--- src/design/esmrd_ram.sv ---
// Generic simple dual-port RAM with one write port and a registered read port.
module esmrd_ram #(
   parameter int WIDTH = 8,
   parameter int DEPTH = 16,
   parameter int ADDR_W = (DEPTH > 1) ? $clog2(DEPTH) : 1
) (
   input  logic              clock,
   input  logic              wr_en,
   input  logic [ADDR_W-1:0] wr_addr,
   input  logic [WIDTH-1:0]  wr_data,
   input  logic [ADDR_W-1:0] rd_addr,
   output logic [WIDTH-1:0]  rd_data
);

   logic [WIDTH-1:0] mem_ff [DEPTH];
   logic [WIDTH-1:0] rd_data_ff;

   always_ff @(posedge clock) begin
      if (wr_en) begin
         mem_ff[wr_addr] <= wr_data;
      end
      rd_data_ff <= mem_ff[rd_addr];
   end

   assign rd_data = rd_data_ff;

endmodule

--- config.mk ---
export PLATFORM = sky130hd
export DESIGN_NAME = esmrd_ram
export DESIGN_NICKNAME = d
export VERILOG_FILES = /design/src/design/esmrd_ram.sv
export SDC_FILE = /design/constraint.sdc
export NUM_CORES = 1
export LEC_CHECK = 0
export BUFFER_PORTS_ARGS = -buffer_cell sky130_fd_sc_hd__buf_4
export CAP_MARGIN = 40
export CORE_MARGIN = 1.5
export CORE_UTILIZATION = 47
export CTS_CLUSTER_DIAMETER = 100
export CTS_CLUSTER_SIZE = 30
export DETAILED_ROUTE_END_ITERATION = 10
export PLACE_DENSITY = 0.76
export SYNTH_ARGS = -nofsm -noshare
export SYNTH_HDL_FRONTEND = slang
export SYNTH_SLANG_ARGS = --single-unit
--- constraint.sdc ---
create_clock -name clock -period 3.9 [get_ports clock]
set_input_delay 0.585 -clock clock [delete_from_list [all_inputs] [get_ports clock]]
set_output_delay 0.585 -clock clock [all_outputs]
set_load 0.1 [all_outputs]
==> flow_summary.toml <==
[grt]
grt_first_pass_wirelength_um = 14600
antenna_found_initial = 0
track_usage = 0.185
grt_overflow = 0
grt_max_degree = 33
grt_pass1_vias = 2476

[critical_path]
required_ns = 3.31
max_stage_delay_ns = 0.36
crit_type = "register to primary output"
critPathBufInv = 1
path_max_fanout = 1
cp_top_family = "flip-flops"
arrival_ns = 1.19
cp_cell_sequence = "buf_4"
critPathCaptureType = "primary output"
cp_slowest_cell = "dfxtp_1"
critPathLaunchType = "register"

[floorplan]
chipWidth_um = 108
dieArea_mm2 = 0.0116
rows = 38
io_pins = 26
chipHeight_um = 108
coreArea_mm2 = 0.0107
start_util = 0.479

[detailed_routing]
drtIter0Drc = 188
via_per_inst = 5.81
vias = 2440
dr.pass1.iters = 4
wl_per_cell_um = 22.9
ant_nets = 0
post-route-drc-count = 0
wirelength_um = 9610

[final_layout]
multiInputGateArea_mm2 = 0.00106
n_fill_cell = 817
layout-drive-gt1-share = 0.275
fin_nets = 285
postLayoutCellArea_mm2 = 0.00601
instances_no_fill = 420
antennaDiodeCount = 0
final_common_cell = "edfxtp_1"
final_cell_mix = "edfxtp_1 (128), buf_4 (28), mux4_2 (18)"
area_delta_synth_final_pct = 16.8
final-seq-area_mm2 = 0.00400

[place]
hpwlAfterDp_um = 5720
placed_cell_area_mm2 = 0.00545
place.gp.congestion = 0.720
pre_cts_slack_ns = 1.62
io_buffers = 25
placed_cells_incl_taps = 388

[timing]
rsz0062_at_grt = "false"
worst_slack_ns = 2.13
layout_min_cycle_time_ns = 1.77
fin_crit_sh = 0.455
setup_viol = 0
hold_violations = 0
setup_tns_ns = 0
tightest_slew_ns = 0.927
max_slew_margin = 0.379
hold_ws_ns = 0.382
drv_slew = 0
timing.fmax_mhz = 564
worst_clock_skew_ns = 0.00431

[synthesis]
synth_top_family_by_area = "multiplexers"
synth_area_leader_cell = "edfxtp_1"
yosys_warnings = 0
synth_area_leaders = "edfxtp_1 (75%), mux4_2 (7.9%), mux4_1 (7.1%)"
ys_ff_latch = 136
synth.cell_area_mm2 = 0.00515
synth_nets = 247
avgSynthCellArea_um2 = 22.5
synth_compound_area_frac = 0.0233
yosys.area_share.adder = 0
synth.distinct_cells = 19
netlist_instances = 229
synth-simple-area-share = 0.0318
synth_xor_area_frac = 0
synth_top_area_frac = 0.747
muxShareOfSynthArea = 0.150
yosysSeqAreaShare = 0.778

[clocking]
insertion_delay_ns = 0.52
cts_setup_buffers = 0
post_cts_resized = 0
htree_levels = 4
cts_sinks = 136
cts_made_buffers = 17
path_clk_slew_ns = 0.06
cts_tree = "built"
ctsHoldBuffers = 0
clock-root-buffer = "clkbuf_8"
clk_path_buf_depth = 2

[power]
leakage_nw = 2.00
ir_drop_mv = 0.272
power_density_mw_per_mm2 = 559

[status]
status = "finished, final reports clean"

[flow_run]
maxCapViolCount = 0

[worst_hold_path]
hold_path.class = "input port to register"
## stage by stage
stage / utilization / power, mW
final: 0.560 / 3.36
after global routing: 0.560 / 3.45
after CTS: 0.560 / 3.37
after detailed placement: 0.507 / 1.90
after global placement: 0.507 / 1.89
after floorplan: - / 1.83
## logic make-up (layout without fill, tap and decap cells)
kind of cell           Yosys count  in the layout
AOI/OAI and AO/OA               16             16
buffers and inverters           10             61
DFF                            136            136
muxes                           32             32
and+or+nand+nor                 35             35
## flip-flops by register name, summed over array words and instances (netlist names)
name / flops
mem_ff: 128
rd_data: 8
## where the power goes
part | switching (mW) | total, mW | internal, mW
registers | 0.00934 | 1.64 | 1.63
logic | 0.154 | 0.224 | 0.0694
clock network | 0.573 | 1.49 | 0.919
total | 0.737 | 3.36 | 2.62
## synth_stat cells
cell	instances
a22oi_1	16
and2_1	1
and2b_1	1
buf_2	3
buf_4	1
buf_6	3
clkdlybuf4s25_2	3
dfxtp_1	8
edfxtp_1	128
mux4_1	14
mux4_2	18
nand2_1	9
nand2b_1	2
nand3_1	1
nand3b_1	2
nor2_1	13
nor2b_1	1
nor3_1	4
or3b_2	1
## cell type report
cell class                      count  share of cell area
Clock buffer                       19              0.0718
Clock inverter                     13              0.0216
Multi-Input combinational cell     83               0.176
Sequential cell                   136               0.666
Tap cell                          140              0.0291
Timing Repair Buffer               29              0.0358
## routing by layer
metal | part of all wire | vias up | global-route usage
met1 | 0.41 | 1252 | 0.251
met5 | 0 | - | 0
met3 | 0.078 | 18 | 0.0508
met2 | 0.49 | 121 | 0.276
li1 | - | 1049 | -
met4 | 0.026 | 0 | 0.0949
## path summary, 6_finish.rpt
path                            slack, ns      endpoint         start  cells past startpoint
worst max-delay path                 2.13    rd_data[1]    rd_data[1]                      1
worst min-delay path                 0.38  mem_ff[5][4]    wr_data[4]                      1
worst max register to register       2.47    rd_data[6]  mem_ff[7][6]                      3
worst min register to register       0.67    rd_data[2]  mem_ff[8][2]                      3
Power figures use the tool's default switching activity.
